### src/rtl/gspg_pkg.sv
// Shared constants, sine table and helper functions for the galvo shape point generator.
package gspg_pkg;

    localparam int GSPG_POINTS_DEFAULT = 256;
    localparam int SINE_ROM_SIZE       = 255;
    localparam int QUEUE_DEPTH         = 4;

    localparam logic [1:0] SHP_SQUARE = 2'd0;
    localparam logic [1:0] SHP_RECT   = 2'd1;
    localparam logic [1:0] SHP_CIRCLE = 2'd2;

    localparam logic [0:0] REG_AMP_PCT   = 1'b0;
    localparam logic [6:0] AMP_PCT_RESET = 7'd100;
    localparam logic [15:0] DAC_CENTER   = 16'h8000;

    localparam logic [15:0] SINE_ROM [SINE_ROM_SIZE] = '{
        16'd32967, 16'd33775, 16'd34581, 16'd35387, 16'd36190,
        16'd36992, 16'd37791, 16'd38588, 16'd39380, 16'd40169,
        16'd40953, 16'd41732, 16'd42506, 16'd43274, 16'd44035,
        16'd44790, 16'd45537, 16'd46277, 16'd47008, 16'd47731,
        16'd48444, 16'd49148, 16'd49842, 16'd50526, 16'd51199,
        16'd51861, 16'd52511, 16'd53149, 16'd53775, 16'd54388,
        16'd54988, 16'd55575, 16'd56147, 16'd56706, 16'd57250,
        16'd57779, 16'd58292, 16'd58791, 16'd59273, 16'd59740,
        16'd60190, 16'd60623, 16'd61040, 16'd61439, 16'd61821,
        16'd62185, 16'd62532, 16'd62860, 16'd63170, 16'd63462,
        16'd63735, 16'd63989, 16'd64224, 16'd64440, 16'd64637,
        16'd64815, 16'd64973, 16'd65112, 16'd65230, 16'd65330,
        16'd65409, 16'd65469, 16'd65509, 16'd65528, 16'd65528,
        16'd65509, 16'd65469, 16'd65409, 16'd65330, 16'd65230,
        16'd65112, 16'd64973, 16'd64815, 16'd64637, 16'd64440,
        16'd64224, 16'd63989, 16'd63735, 16'd63462, 16'd63170,
        16'd62860, 16'd62532, 16'd62185, 16'd61821, 16'd61439,
        16'd61040, 16'd60623, 16'd60190, 16'd59740, 16'd59273,
        16'd58791, 16'd58292, 16'd57779, 16'd57250, 16'd56706,
        16'd56147, 16'd55575, 16'd54988, 16'd54388, 16'd53775,
        16'd53149, 16'd52511, 16'd51861, 16'd51199, 16'd50526,
        16'd49842, 16'd49148, 16'd48444, 16'd47731, 16'd47008,
        16'd46277, 16'd45537, 16'd44790, 16'd44035, 16'd43274,
        16'd42506, 16'd41732, 16'd40953, 16'd40169, 16'd39380,
        16'd38588, 16'd37791, 16'd36992, 16'd36190, 16'd35387,
        16'd34581, 16'd33775, 16'd32967, 16'd32160, 16'd31353,
        16'd30547, 16'd29742, 16'd28939, 16'd28139, 16'd27341,
        16'd26547, 16'd25756, 16'd24969, 16'd24188, 16'd23411,
        16'd22640, 16'd21876, 16'd21118, 16'd20367, 16'd19623,
        16'd18888, 16'd18161, 16'd17443, 16'd16734, 16'd16034,
        16'd15345, 16'd14667, 16'd14000, 16'd13344, 16'd12699,
        16'd12067, 16'd11448, 16'd10841, 16'd10248, 16'd9668,
        16'd9103,  16'd8552,  16'd8015,  16'd7494,  16'd6988,
        16'd6497,  16'd6022,  16'd5564,  16'd5122,  16'd4697,
        16'd4289,  16'd3899,  16'd3526,  16'd3170,  16'd2833,
        16'd2514,  16'd2213,  16'd1930,  16'd1667,  16'd1422,
        16'd1196,  16'd990,   16'd802,   16'd635,   16'd486,
        16'd358,   16'd248,   16'd159,   16'd90,    16'd40,
        16'd10,    16'd0,     16'd10,    16'd40,    16'd90,
        16'd159,   16'd248,   16'd358,   16'd486,   16'd635,
        16'd802,   16'd990,   16'd1196,  16'd1422,  16'd1667,
        16'd1930,  16'd2213,  16'd2514,  16'd2833,  16'd3170,
        16'd3526,  16'd3899,  16'd4289,  16'd4697,  16'd5122,
        16'd5564,  16'd6022,  16'd6497,  16'd6988,  16'd7494,
        16'd8015,  16'd8552,  16'd9103,  16'd9668,  16'd10248,
        16'd10841, 16'd11448, 16'd12067, 16'd12699, 16'd13344,
        16'd14000, 16'd14667, 16'd15345, 16'd16034, 16'd16734,
        16'd17443, 16'd18161, 16'd18888, 16'd19623, 16'd20367,
        16'd21118, 16'd21876, 16'd22640, 16'd23411, 16'd24188,
        16'd24969, 16'd25756, 16'd26547, 16'd27341, 16'd28139,
        16'd28939, 16'd29742, 16'd30547, 16'd31353, 16'd32160
    };

    function automatic int seg_len(input int points);
        return (points / 4 < 1) ? 1 : points / 4;
    endfunction

    function automatic int seg_w(input int points);
        return (seg_len(points) > 1) ? $clog2(seg_len(points)) : 1;
    endfunction

    function automatic int item_w(input int points);
        return 2 + 8 + 8 + seg_w(points) + 2;
    endfunction

    // amp = floor(32767 * pct / 100) = 327 * pct + floor(67 * pct / 100)
    function automatic logic [14:0] amp_of_pct(input logic [6:0] pct);
        logic [6:0]  p;
        logic [14:0] base;
        logic [12:0] y;
        logic [26:0] yq;
        p    = (pct > 7'd100) ? 7'd100 : pct;
        base = 15'(p) * 15'd327;
        y    = 13'(p) * 13'd67;
        yq   = 27'(y) * 27'd10486;
        return base + 15'(yq[26:20]);
    endfunction

endpackage

### src/rtl/gspg_front.sv
// Key edge detection, shape selection and point sequencing.
module gspg_front import gspg_pkg::*; #(
    parameter int POINTS = GSPG_POINTS_DEFAULT,
    localparam int ITEM_W = item_w(POINTS)
) (
    input  logic              i_clk,
    input  logic              i_rst_n,
    input  logic              i_valid,
    output logic              o_ready,
    input  logic [2:0]        i_keys,
    input  logic              i_full,
    output logic              o_push,
    output logic [ITEM_W-1:0] o_item
);

    localparam int IDX_W  = $clog2(POINTS);
    localparam int SEG    = seg_len(POINTS);
    localparam int T_W    = seg_w(POINTS);
    localparam int K_STEP = SINE_ROM_SIZE / POINTS;
    localparam int K_REM  = SINE_ROM_SIZE % POINTS;

    logic [2:0]       r_keys, n_keys;
    logic [1:0]       r_shape, n_shape;
    logic [IDX_W-1:0] r_idx, n_idx;
    logic [IDX_W-1:0] r_rem, n_rem;
    logic [7:0]       r_k, n_k;
    logic [T_W-1:0]   r_t, n_t;
    logic [1:0]       r_side, n_side;

    logic             accept;
    logic             restart;
    logic [2:0]       fell;
    logic [1:0]       pick;
    logic [IDX_W-1:0] c_idx, c_rem;
    logic [7:0]       c_k;
    logic [T_W-1:0]   c_t;
    logic [1:0]       c_side;
    logic [IDX_W:0]   rem_sum;

    assign o_ready = !i_full;
    assign accept  = i_valid && !i_full;
    assign o_push  = accept;

    always_comb begin
        fell = r_keys & ~i_keys;
        pick = r_shape;
        if (fell[0]) begin
            pick = SHP_SQUARE;
        end
        if (fell[1]) begin
            pick = SHP_RECT;
        end
        if (fell[2]) begin
            pick = SHP_CIRCLE;
        end
        restart = (pick != r_shape);
        c_idx   = restart ? '0 : r_idx;
        c_rem   = restart ? '0 : r_rem;
        c_k     = restart ? '0 : r_k;
        c_t     = restart ? '0 : r_t;
        c_side  = restart ? '0 : r_side;
        rem_sum = {1'b0, c_rem} + (IDX_W+1)'(K_REM);
    end

    assign o_item = {pick, 8'(c_idx), c_k, c_t, c_side};

    always_comb begin
        n_keys  = r_keys;
        n_shape = r_shape;
        n_idx   = r_idx;
        n_rem   = r_rem;
        n_k     = r_k;
        n_t     = r_t;
        n_side  = r_side;
        if (accept) begin
            n_keys  = i_keys;
            n_shape = pick;
            if (c_idx == IDX_W'(POINTS - 1)) begin
                n_idx  = '0;
                n_rem  = '0;
                n_k    = '0;
                n_t    = '0;
                n_side = '0;
            end else begin
                n_idx = c_idx + 1'b1;
                if (rem_sum >= (IDX_W+1)'(POINTS)) begin
                    n_rem = IDX_W'(rem_sum - (IDX_W+1)'(POINTS));
                    n_k   = c_k + 8'(K_STEP + 1);
                end else begin
                    n_rem = IDX_W'(rem_sum);
                    n_k   = c_k + 8'(K_STEP);
                end
                if (c_t == T_W'(SEG - 1)) begin
                    n_t    = '0;
                    n_side = (c_side == 2'd3) ? 2'd3 : c_side + 2'd1;
                end else begin
                    n_t    = c_t + 1'b1;
                    n_side = c_side;
                end
            end
        end
    end

    always_ff @(posedge i_clk) begin
        if (!i_rst_n) begin
            r_keys  <= 3'b111;
            r_shape <= SHP_CIRCLE;
            r_idx   <= '0;
            r_rem   <= '0;
            r_k     <= '0;
            r_t     <= '0;
            r_side  <= '0;
        end else begin
            r_keys  <= n_keys;
            r_shape <= n_shape;
            r_idx   <= n_idx;
            r_rem   <= n_rem;
            r_k     <= n_k;
            r_t     <= n_t;
            r_side  <= n_side;
        end
    end

endmodule

### src/rtl/gspg_queue.sv
// Short first-in first-out queue between front and back.
module gspg_queue import gspg_pkg::*; #(
    parameter int WIDTH = 8,
    parameter int DEPTH = QUEUE_DEPTH
) (
    input  logic             i_clk,
    input  logic             i_rst_n,
    input  logic             i_push,
    input  logic [WIDTH-1:0] i_data,
    input  logic             i_pop,
    output logic [WIDTH-1:0] o_data,
    output logic             o_full,
    output logic             o_empty
);

    localparam int PTR_W = (DEPTH > 1) ? $clog2(DEPTH) : 1;

    logic [WIDTH-1:0] r_mem [DEPTH];
    logic [PTR_W:0]   r_wr, n_wr;
    logic [PTR_W:0]   r_rd, n_rd;
    logic [PTR_W:0]   count;

    assign count   = r_wr - r_rd;
    assign o_full  = (count == (PTR_W+1)'(DEPTH));
    assign o_empty = (count == '0);
    assign o_data  = r_mem[r_rd[PTR_W-1:0]];

    always_comb begin
        n_wr = r_wr;
        n_rd = r_rd;
        if (i_push) begin
            n_wr = (r_wr[PTR_W-1:0] == PTR_W'(DEPTH - 1)) ?
                   {~r_wr[PTR_W], {PTR_W{1'b0}}} : r_wr + 1'b1;
        end
        if (i_pop) begin
            n_rd = (r_rd[PTR_W-1:0] == PTR_W'(DEPTH - 1)) ?
                   {~r_rd[PTR_W], {PTR_W{1'b0}}} : r_rd + 1'b1;
        end
    end

    always_ff @(posedge i_clk) begin
        if (i_push) begin
            r_mem[r_wr[PTR_W-1:0]] <= i_data;
        end
    end

    always_ff @(posedge i_clk) begin
        if (!i_rst_n) begin
            r_wr <= '0;
            r_rd <= '0;
        end else begin
            r_wr <= n_wr;
            r_rd <= n_rd;
        end
    end

endmodule

### src/rtl/gspg_back.sv
// Point geometry pipeline: sine lookup, scaling and DAC code output register.
module gspg_back import gspg_pkg::*; #(
    parameter int POINTS = GSPG_POINTS_DEFAULT,
    localparam int ITEM_W = item_w(POINTS)
) (
    input  logic              i_clk,
    input  logic              i_rst_n,
    input  logic [6:0]        i_amp_pct,
    input  logic              i_empty,
    input  logic [ITEM_W-1:0] i_item,
    output logic              o_pop,
    output logic              o_valid,
    input  logic              i_ready,
    output logic [15:0]       o_x,
    output logic [15:0]       o_y,
    output logic [1:0]        o_shape,
    output logic [7:0]        o_pnum
);

    localparam int SEG   = seg_len(POINTS);
    localparam int T_W   = seg_w(POINTS);
    localparam int ST_W  = 16 + T_W;
    localparam int DIV_S = 16 + $clog2(SEG);
    localparam logic [17:0] DIV_M =
        18'(((longint'(1) << DIV_S) + longint'(SEG) - 1) / longint'(SEG));

    logic [14:0] r_amp;
    logic [15:0] r_step_full, r_step_half;
    logic [33:0] step_full_p, step_half_p;

    logic        en;
    logic [1:0]  i_shape, i_side;
    logic [7:0]  i_pnum, i_k, kx;
    logic [8:0]  kx9;
    logic [T_W-1:0] i_t;
    logic [15:0] step_sel;

    logic             r1_v;
    logic [1:0]       r1_shape, r1_side;
    logic [7:0]       r1_pnum;
    logic [15:0]      r1_rom_x, r1_rom_y;
    logic [ST_W-1:0]  r1_st;

    logic signed [17:0] hw, hh, st, dx, dy;
    logic [15:0] mag_x, mag_y;

    logic        r2_v;
    logic [1:0]  r2_shape;
    logic [7:0]  r2_pnum;
    logic [15:0] r2_sq_x, r2_sq_y;
    logic [30:0] r2_prod_x, r2_prod_y;
    logic        r2_neg_x, r2_neg_y;

    logic [15:0] q_x, q_y;
    logic [15:0] circ_x, circ_y;

    logic        r3_v;
    logic [1:0]  r3_shape;
    logic [7:0]  r3_pnum;
    logic [15:0] r3_x, r3_y;

    // step = floor(2 * half_size / SEG) by reciprocal multiply
    assign step_full_p = 34'({r_amp, 1'b0}) * 34'(DIV_M);
    assign step_half_p = 34'({1'b0, r_amp[14:1], 1'b0}) * 34'(DIV_M);

    always_ff @(posedge i_clk) begin
        r_amp       <= amp_of_pct(i_amp_pct);
        r_step_full <= 16'(step_full_p >> DIV_S);
        r_step_half <= 16'(step_half_p >> DIV_S);
    end

    assign en    = !r3_v || i_ready;
    assign o_pop = en && !i_empty;

    assign i_shape = i_item[ITEM_W-1 -: 2];
    assign i_pnum  = i_item[ITEM_W-3 -: 8];
    assign i_k     = i_item[ITEM_W-11 -: 8];
    assign i_t     = i_item[T_W+1:2];
    assign i_side  = i_item[1:0];

    always_comb begin
        kx9      = {1'b0, i_k} + 9'd64;
        kx       = (kx9 >= 9'(SINE_ROM_SIZE)) ? 8'(kx9 - 9'(SINE_ROM_SIZE)) : kx9[7:0];
        step_sel = (i_shape == SHP_RECT && !i_side[0]) ? r_step_half : r_step_full;
    end

    always_ff @(posedge i_clk) begin
        if (en) begin
            r1_shape <= i_shape;
            r1_side  <= i_side;
            r1_pnum  <= i_pnum;
            r1_rom_x <= SINE_ROM[kx];
            r1_rom_y <= SINE_ROM[i_k];
            r1_st    <= ST_W'(step_sel) * ST_W'(i_t);
        end
    end

    always_comb begin
        hw = 18'(r_amp);
        hh = (r1_shape == SHP_RECT) ? 18'(r_amp[14:1]) : 18'(r_amp);
        st = 18'(r1_st);
        case (r1_side)
            2'd0: begin
                dx = hw;
                dy = hh - st;
            end
            2'd1: begin
                dx = hw - st;
                dy = -hh;
            end
            2'd2: begin
                dx = -hw;
                dy = -hh + st;
            end
            default: begin
                dx = -hw + st;
                dy = hh;
            end
        endcase
        mag_x = r1_rom_x[15] ? {1'b0, r1_rom_x[14:0]} : DAC_CENTER - r1_rom_x;
        mag_y = r1_rom_y[15] ? {1'b0, r1_rom_y[14:0]} : DAC_CENTER - r1_rom_y;
    end

    always_ff @(posedge i_clk) begin
        if (en) begin
            r2_shape  <= r1_shape;
            r2_pnum   <= r1_pnum;
            r2_sq_x   <= DAC_CENTER + dx[15:0];
            r2_sq_y   <= DAC_CENTER + dy[15:0];
            r2_prod_x <= 31'(r_amp) * 31'(mag_x);
            r2_prod_y <= 31'(r_amp) * 31'(mag_y);
            r2_neg_x  <= !r1_rom_x[15];
            r2_neg_y  <= !r1_rom_y[15];
        end
    end

    // floor(p / 32767) for p up to 32767 * 32768
    always_comb begin
        q_x    = 16'((r2_prod_x + (r2_prod_x >> 15) + 31'd1) >> 15);
        q_y    = 16'((r2_prod_y + (r2_prod_y >> 15) + 31'd1) >> 15);
        circ_x = DAC_CENTER + (r2_neg_x ? -q_x : q_x);
        circ_y = DAC_CENTER + (r2_neg_y ? -q_y : q_y);
    end

    always_ff @(posedge i_clk) begin
        if (en) begin
            r3_shape <= r2_shape;
            r3_pnum  <= r2_pnum;
            if (r2_shape == SHP_SQUARE || r2_shape == SHP_RECT) begin
                r3_x <= r2_sq_x;
                r3_y <= r2_sq_y;
            end else begin
                r3_x <= circ_x;
                r3_y <= circ_y;
            end
        end
    end

    always_ff @(posedge i_clk) begin
        if (!i_rst_n) begin
            r1_v <= 1'b0;
            r2_v <= 1'b0;
            r3_v <= 1'b0;
        end else if (en) begin
            r1_v <= o_pop;
            r2_v <= r1_v;
            r3_v <= r2_v;
        end
    end

    assign o_valid = r3_v;
    assign o_x     = r3_x;
    assign o_y     = r3_y;
    assign o_shape = r3_shape;
    assign o_pnum  = r3_pnum;

endmodule

### src/rtl/galvo_shape_point_generator.sv
// Top level of the galvo shape point generator.
//
//  channel   | dir | handshake                      | payload
//  ----------+-----+--------------------------------+----------------------------------
//  s_axis    | in  | s_axis_tvalid / s_axis_tready  | key levels, one scan tick
//  m_axis    | out | m_axis_tvalid / m_axis_tready  | x, y, shape, point number
//  apb       | in  | psel, penable, pwrite, pready  | amplitude_percent at byte address 0
//
// One point per clock sustained while m_axis_tready stays high; an accepted tick passes
// through the queue, lookup/step multiply, scale multiply, divide-by-32767 and output
// register. An amplitude write reaches the amplitude register, then the scale registers.
// Reset (synchronous, active low): circle shape, point 0, all keys released, 100 percent.
// A four-entry queue absorbs output stalls; s_axis_tready drops only when it is full.
module galvo_shape_point_generator import gspg_pkg::*; #(
    parameter int POINTS_PER_SHAPE = GSPG_POINTS_DEFAULT
) (
    input  logic        i_clk,
    input  logic        i_rst_n,
    input  logic        s_axis_tvalid,
    output logic        s_axis_tready,
    input  logic [7:0]  s_axis_tdata,  // key_square_level, key_rect_level, key_circle_level
    output logic        m_axis_tvalid,
    input  logic        m_axis_tready,
    output logic [47:0] m_axis_tdata,  // x_code[15:0], y_code[31:16], shape_code[33:32],
                                       // point_number[41:34]
    input  logic        psel,
    input  logic        penable,
    input  logic        pwrite,
    input  logic [2:0]  paddr,
    input  logic [31:0] pwdata,
    output logic [31:0] prdata,
    output logic        pready
);

    localparam int ITEM_W = item_w(POINTS_PER_SHAPE);

    logic [6:0]        r_amp_pct;
    logic              cfg_wr;
    logic              q_push, q_pop, q_full, q_empty;
    logic [ITEM_W-1:0] q_in, q_out;
    logic [15:0]       x_code, y_code;
    logic [1:0]        shape_code;
    logic [7:0]        point_number;
    logic [1:0]        r_prev_shape;
    logic              r_seen;

    assign pready = 1'b1;
    assign cfg_wr = psel && penable && pwrite && pready && (paddr[2] == REG_AMP_PCT);
    assign prdata = (paddr[2] == REG_AMP_PCT) ? {25'd0, r_amp_pct} : 32'd0;

    always_ff @(posedge i_clk) begin
        if (!i_rst_n) begin
            r_amp_pct <= AMP_PCT_RESET;
        end else if (cfg_wr) begin
            r_amp_pct <= pwdata[6:0];
        end
    end

    gspg_front #(.POINTS(POINTS_PER_SHAPE)) u_front (
        .i_clk   (i_clk),
        .i_rst_n (i_rst_n),
        .i_valid (s_axis_tvalid),
        .o_ready (s_axis_tready),
        .i_keys  (s_axis_tdata[2:0]),
        .i_full  (q_full),
        .o_push  (q_push),
        .o_item  (q_in)
    );

    gspg_queue #(.WIDTH(ITEM_W), .DEPTH(QUEUE_DEPTH)) u_queue (
        .i_clk   (i_clk),
        .i_rst_n (i_rst_n),
        .i_push  (q_push),
        .i_data  (q_in),
        .i_pop   (q_pop),
        .o_data  (q_out),
        .o_full  (q_full),
        .o_empty (q_empty)
    );

    gspg_back #(.POINTS(POINTS_PER_SHAPE)) u_back (
        .i_clk     (i_clk),
        .i_rst_n   (i_rst_n),
        .i_amp_pct (r_amp_pct),
        .i_empty   (q_empty),
        .i_item    (q_out),
        .o_pop     (q_pop),
        .o_valid   (m_axis_tvalid),
        .i_ready   (m_axis_tready),
        .o_x       (x_code),
        .o_y       (y_code),
        .o_shape   (shape_code),
        .o_pnum    (point_number)
    );

    assign m_axis_tdata = {6'd0, point_number, shape_code, y_code, x_code};

    always_ff @(posedge i_clk) begin
        if (!i_rst_n) begin
            r_seen       <= 1'b0;
            r_prev_shape <= SHP_CIRCLE;
        end else if (m_axis_tvalid && m_axis_tready) begin
            r_seen       <= 1'b1;
            r_prev_shape <= shape_code;
        end
    end

    a_full_means_stalled: assert property (@(posedge i_clk) disable iff (!i_rst_n)
        !s_axis_tready |-> m_axis_tvalid)
        else $error("queue full while output register is empty");

    a_shape_change_restarts: assert property (@(posedge i_clk) disable iff (!i_rst_n)
        (m_axis_tvalid && r_seen && shape_code != r_prev_shape) |-> point_number == 8'd0)
        else $error("shape change without point restart");

    a_cfg_readback: assert property (@(posedge i_clk) disable iff (!i_rst_n)
        (psel && penable && pwrite && paddr[2] == REG_AMP_PCT)
        |=> r_amp_pct == $past(pwdata[6:0]))
        else $error("amplitude register did not take write");

endmodule

### config.mk
export PLATFORM = sky130hd
export DESIGN_NAME = galvo_shape_point_generator
export DESIGN_NICKNAME = d
export VERILOG_FILES = /design/src/rtl/gspg_pkg.sv /design/src/rtl/gspg_front.sv /design/src/rtl/gspg_queue.sv /design/src/rtl/gspg_back.sv /design/src/rtl/galvo_shape_point_generator.sv
export SDC_FILE = /design/constraint.sdc
export NUM_CORES = 2
export LEC_CHECK = 0
export ABC_AREA = 1
export BUFFER_PORTS_ARGS = -buffer_cell sky130_fd_sc_hd__buf_2
export CAP_MARGIN = 10
export CORE_MARGIN = 8
export CORE_UTILIZATION = 45
export CTS_CLUSTER_DIAMETER = 100
export DETAILED_ROUTE_END_ITERATION = 10
export PLACE_DENSITY_LB_ADDON = 0.15
export SLEW_MARGIN = 5
export SYNTH_ARGS = -nofsm -noshare
export SYNTH_HDL_FRONTEND = slang
export SYNTH_SLANG_ARGS = --single-unit
### constraint.sdc
create_clock -name i_clk -period 11.3 [get_ports i_clk]
set_input_delay 1.13 -clock i_clk [delete_from_list [all_inputs] [get_ports i_clk]]
set_output_delay 1.13 -clock i_clk [all_outputs]
set_load 0.01 [all_outputs]
### After elaboration in Yosys (flattened, before gate mapping)

Memories as Yosys holds them, arrays and structs flattened. A register that Yosys moved wholly into a read port is not among the register bits.
Cells that the tools add are included.

* $add $sub $neg: 30
* multipliers: 6
* magnitude comparators: 3
* equality and inequality tests: 12
* mux-type cells: 37
* bitwise logic cells: 7
* reduce and logical (&&, ||, !) cells: 17

Operator list (number)
* $mux 16: 6
* $pmux 16 s3: 2
* $mux 8: 9
* $add 16x16->16 const A: 4
* $add 31x1->31 const B: 2
* $add 31x16->31: 2
* $mul 15x16->31: 2
* $neg 16->16: 3
* $add 16x16->16: 2
* $sub 16x16->16: 2
* $sub 16x16->16 const A: 2
* $mul 13x13->26 const B: 1
* $mux 2: 9
* $mux 6: 3
* $not 8->9: 2
* $add 8x1->8 const B: 2
* $mul 10x6->16: 1
* $neg 15->16: 1
* $add 15x7->15: 1
* $mul 7x9->15 const B: 1
* $mux 15: 1
* $mux 7: 2
* $mul 7x7->13 const B: 1
* $mux 10: 1
* other kinds (27): 50

* flip-flop bits (word level): 263
* bits in writable memories: 104
* ROM bits: 8192
* input bits: 50
* output and inout bits: 83
* memories: 3

Memory list
* (name not given): words 256, width 16, rd ports 1, clocked after Yosys merged registers in 1, wr ports 0, RTL line gspg_back.sv:92 `r1_rom_x <= SINE_ROM[kx];`
* (name not given): words 256, width 16, rd ports 1, clocked after Yosys merged registers in 1, wr ports 0, RTL line gspg_back.sv:93 `r1_rom_y <= SINE_ROM[i_k];`
* u_queue.r_mem: words 4, width 26, rd ports 1, clocked after Yosys merged registers in 1, wr ports 1, RTL line gspg_queue.sv:18 `logic [WIDTH-1:0] r_mem [DEPTH];`

### Logic depth before layout (Yosys ltp)

* word-level depth: 11
* gate-level depth with buffers: 59
* depth with buffers taken out: 59

### By module

A second synthesis with hierarchy kept.

* cells, all modules: 7332
* area, all modules: 53791.6 µm²

By module, submodules not included
* gspg_back: instances 1, cells each 6543, area an instance 46323.2 µm²
* gspg_queue: instances 1, cells each 343, area an instance 4413.0 µm²
* gspg_front: instances 1, cells each 353, area an instance 2394.8 µm²
* galvo_shape_point_generator: instances 1, cells each 93, area an instance 660.6 µm²

### Worst setup path before layout

Ideal clock, no wire load.

* kind: reg-to-reg
* start point: register r_amp_pct[0]
* end point: register u_back.r_amp[13]
* arrival time: 9.550 ns
* data required time: 11.179 ns
* slack: 1.629 ns
* stages on the path, launching flop included: 57
* path buffers: 0
* path through: dfxtp_1 o21ai_0 nand3_1 nand3_1 inv_1 nor2_1 inv_1 nor2_1 nor2_1 ha_1 fa_1 nand2_1 nand2_1 nand2_1 nand2_1 nand2_1 nand2_1 nand3_1 [... 21 more ...] inv_1 nor2_1 ha_1 fa_1 inv_1 fa_1 inv_1 ha_1 nand2_1 o21ai_0 nand2_1 nand2_1 a21oi_1 o21ai_0 a21oi_1 nor2_1 nor2_1 xor2_1

* cells in the longest elaborated chain, start to end: 5
* elaborated cells on any way between the ends: 6
* those cells by class: add/sub: 1; mul: 3; order compare: 1; mux: 1

RTL lines
* start, declared: RTL line galvo_shape_point_generator.sv:37 `logic [6:0] r_amp_pct;`
* start signal, assigned: RTL line galvo_shape_point_generator.sv:55 `r_amp_pct <= pwdata[6:0];`
* $gt 7x7->1: RTL line gspg_pkg.sv:88 `p = (pct > 7'd100) ? 7'd100 : pct;`
* $mux 7 *: RTL line gspg_pkg.sv:88
* $mul 7x7->13: RTL line gspg_pkg.sv:90 `y = 13'(p) * 13'd67;`
* $mul 13x13->26: RTL line gspg_pkg.sv:91 `yq = 27'(y) * 27'd10486;`
* $add 15x7->15 *: RTL line gspg_pkg.sv:92 `return base + 15'(yq[26:20]);`
* end signal, assigned: RTL line gspg_back.sv:67 `r_amp <= amp_of_pct(i_amp_pct);`
* end, declared: RTL line gspg_back.sv:27 `logic [14:0] r_amp;`

Mark *: on every way between the ends. The rest lies on a longest branch, timed or not.
A chain may end at the register's enable or synchronous reset.

### Final worst setup path

* start point: register r_amp_pct[5]
* end point: register u_back.r_amp[13]

The elaborated chain is that of the path after synthesis.

==> results.py <==
metrics = {
    "outcome": {
        "status": "finished clean",
    },
    "cts": {
        "cts_sinks": 392,
        "root_buffer": "clkbuf_16",
        "clk_latency_ns": 0.64,
        "post_cts_buffers": 0,
        "post_cts_resize_count": 0,
        "h-tree-depth": 2,
        "hold_buffers": 0,
        "cts_tree": "done",
        "cts_made_buffers": 49,
        "clk_pin_slew_ns": 0.06,
        "cts_max_path_buffers": 3,
    },
    "sta": {
        "tightest_slew_ns": 1.252,
        "drv_slew": 0,
        "fmax_mhz": 97.21,
        "setup_viol_count_final": 0,
        "hold_viol": 0,
        "relSlewSlack": 0.1624,
        "rsz0062_at_grt": "false",
        "finalCritPeriodShare": 0.9104,
        "skew_ns": 0.04891,
        "period_minus_slack_ns": 10.29,
        "setup-tns-final_ns": 0,
    },
    "critical_path": {
        "path_class": "reg2reg",
        "cpPeakStageDelay_ns": 0.60,
        "cp_slowest_cell": "dfxtp_1",
        "arrival_ns": 10.81,
        "crit_path_max_fanout": 9,
        "endpoint_kind": "register",
        "required_ns": 11.83,
        "cpMostUsedCell": "nand2_1",
        "start_kind": "register",
    },
    "synth": {
        "synth_seq_cells": 392,
        "synth-simple-area-share": 0.2525,
        "synth_mux_area_frac": 0,
        "ys_types": 70,
        "async_flop_share": 0,
        "seq_area_frac_synth": 0.2081,
        "synth_edf_count": 312,
        "synthXorXnorAreaFrac": 0.02989,
        "synthesis.area_sq_mm": 0.05271,
        "synthCells": 7083,
        "synth_adder_area_share": 0.3002,
        "ys_dominant_reg_cell": "edfxtp_1",
        "synth_top_family_by_area": "adder cells",
        "ys_warn_count": 0,
        "synth_compound_area_frac": 0.1048,
        "syn_avg_cell_area_sq_um": 7.442,
    },
    "placed_design": {
        "dpl_cell_area_sq_mm": 0.05434,
        "dp.final_hpwl_mm": 140.1,
        "place.gp.congestion": 1.016,
        "portBuffers": 68,
    },
    "final_layout": {
        "layout-drive-gt1-share": 0.04959,
        "antenna_cells": 0,
        "layout.nets": 8077,
        "fill_cells": 11780,
        "fin_area_sq_mm": 0.05597,
        "final_common_cell": "nand2_1",
        "final_cell_mix": "nand2_1 (1745), inv_1 (1081), nor2_1 (662)",
        "post-route-util": 0.4817,
        "areaGrowthSynthToFinish_pct": 6.195,
    },
    "die": {
        "fp-row-count": 125,
        "coreArea_sq_mm": 0.1162,
        "ioPinCount": 133,
        "start_util": 0.4536,
        "dieArea_sq_mm": 0.1283,
        "die_w_um": 358.2,
        "die_h_um": 358.2,
    },
    "grt": {
        "track_usage": 0.2850,
        "grt_max_degree": 89,
        "grt_pass1_vias": 47640,
        "grt-ovfl-total": 0,
        "grt_pass1_wl_mm": 284.1,
        "antenna_found_initial": 4,
    },
    "drt": {
        "first_pass_iters": 7,
        "vias_per_cell": 5.622,
        "drc": 0,
        "finalWirelength_mm": 185.9,
        "drtIter0Drc": 4932,
        "wl_per_cell_um": 21.61,
        "drtAntennaViolNets": 0,
        "vias": 48360,
    },
    "min_path": {
        "hold_path.class": "reg2reg",
    },
    "job": {
        "max_cap_violations": 0,
    },
}
state kept, by name, indices dropped and copies added (netlist names), 7 cells and up, named ones only:
signal              flops
u_back.r2_prod_x       31
u_queue.r_mem         104
u_back.r1_pnum          8
u_back.r2_prod_y       31
u_front.r_idx           8
u_back.r1_rom_y        16
u_front.r_rem           8
u_back.r1_rom_x        16
u_front.r_k             8
u_back.o_pnum           8
r_amp_pct               7
u_back.r2_sq_y         16
u_back.o_x             16
u_back.r2_sq_x         16
u_back.r1_st           16
u_back.r2_pnum          8
u_back.o_y             16
u_back.r_amp           15
u_back.r_step_full     10
Yosys cell counts (all sizes together), types with 3 or more instances:
master	n	area, sq um
a21o	19	142.6
a32oi	13	113.9
a31oi	42	262.8
nor4	13	87.58
nand2	1773	6753
o21ai	329	1662
and2	8	50.05
nand4	78	494.2
a311oi	3	26.28
a211oi	6	45.04
o21bai	14	105.1
clkbuf	151	566.8
inv	1092	4106
o22ai	25	156.4
nor2	676	2582
fa	461	9229
o221ai	5	43.79
o211ai	36	270.3
dfxtp	80	1602
buf	118	755.7
nor3b	4	30.03
a221oi	10	87.58
nor3	58	290.3
o41ai	3	26.28
o21a	10	75.07
xor2	128	1129
o311ai	8	70.07
clkinv	18	67.56
a21oi	371	1868
o2111ai	34	297.8
o31ai	17	127.6
a21boi	6	45.05
nand3	484	2450
edfxtp	312	9369
nand3b	22	165.2
or2	59	369.1
xnor2	51	446.7
ha	527	6594
per-stage QoR:
stage / hold WS (ns) / setup slack (ns) / instances
finish: 0.4223 / 1.013 / 8602
global route: 0.4334 / 0.01486 / 8602
CTS: 0.4189 / 0.6563 / 8602
detailed placement: 0.4052 / 0.6912 / 8512
global placement: 0.4006 / 0.6335 / 8512
floorplan: 0.3779 / 1.629 / 7113
final cells by class:
type	instances	area, sq um	share of cell area
Multi-Input combinational cell	5342	36400	0.6503
Sequential cell	392	10970	0.1960
Inverter	1110	4182	0.07470
Clock inverter	26	256.5	0.004582
Tap cell	1524	1907	0.03407
Timing Repair Buffer	144	910.9	0.01627
Clock buffer	64	1348	0.02407
critical path: cells and delay by family (launching register included):
| family | cells | cell delay [ns] |
|---|---|---|
| flip-flops | 1 | 0.60 |
| XOR/XNOR | 2 | 0.46 |
| AO/OA/AOI/OAI | 7 | 1.22 |
| buffers and inverters | 10 | 0.89 |
| adder cells (fa/ha/maj) | 12 | 4.72 |
| AND/OR/NAND/NOR | 24 | 2.27 |
logic make-up (layout without fill, tap and decap cells):
family          after synthesis  in the layout
other cells                   2             32
fa+ha+maj                   988            988
simple gates               3181           3181
buf+inv                    1379           1344
compound gates              962            962
flops                       392            392
xor+xnor                    179            179
metal layers:
metal	global-route usage	share of wire	vias up	routed length (um)
met5	0	0.000059	-	11
met4	0.09503	0.039	2	7213
met3	0.05575	0.087	447	16260
met2	0.4539	0.44	2087	82300
met1	0.3880	0.43	23060	80100
li1	-	-	22760	-
final timing paths:
| kind | endpoint | slack (ns) | depth (start not counted) | from |
|---|---|---|---|---|
| hold / removal | u_back.o_pnum[3]$_DFFE_PP_ | 0.42 | 0 | u_back.r2_pnum[3]$_DFFE_PP_ |
| setup reg to reg | u_back.r_amp[13]$_DFF_P_ | 1.01 | 55 | r_amp_pct[5]$_SDFFE_PN1P_ |
| setup / recovery | u_back.r_amp[13]$_DFF_P_ | 1.01 | 55 | r_amp_pct[5]$_SDFFE_PN1P_ |
| hold reg to reg | u_back.o_pnum[3]$_DFFE_PP_ | 0.42 | 0 | u_back.r2_pnum[3]$_DFFE_PP_ |
Power is not shown: default switching activity piles up to over one toggle a cycle in this logic, so the estimate is an artifact.
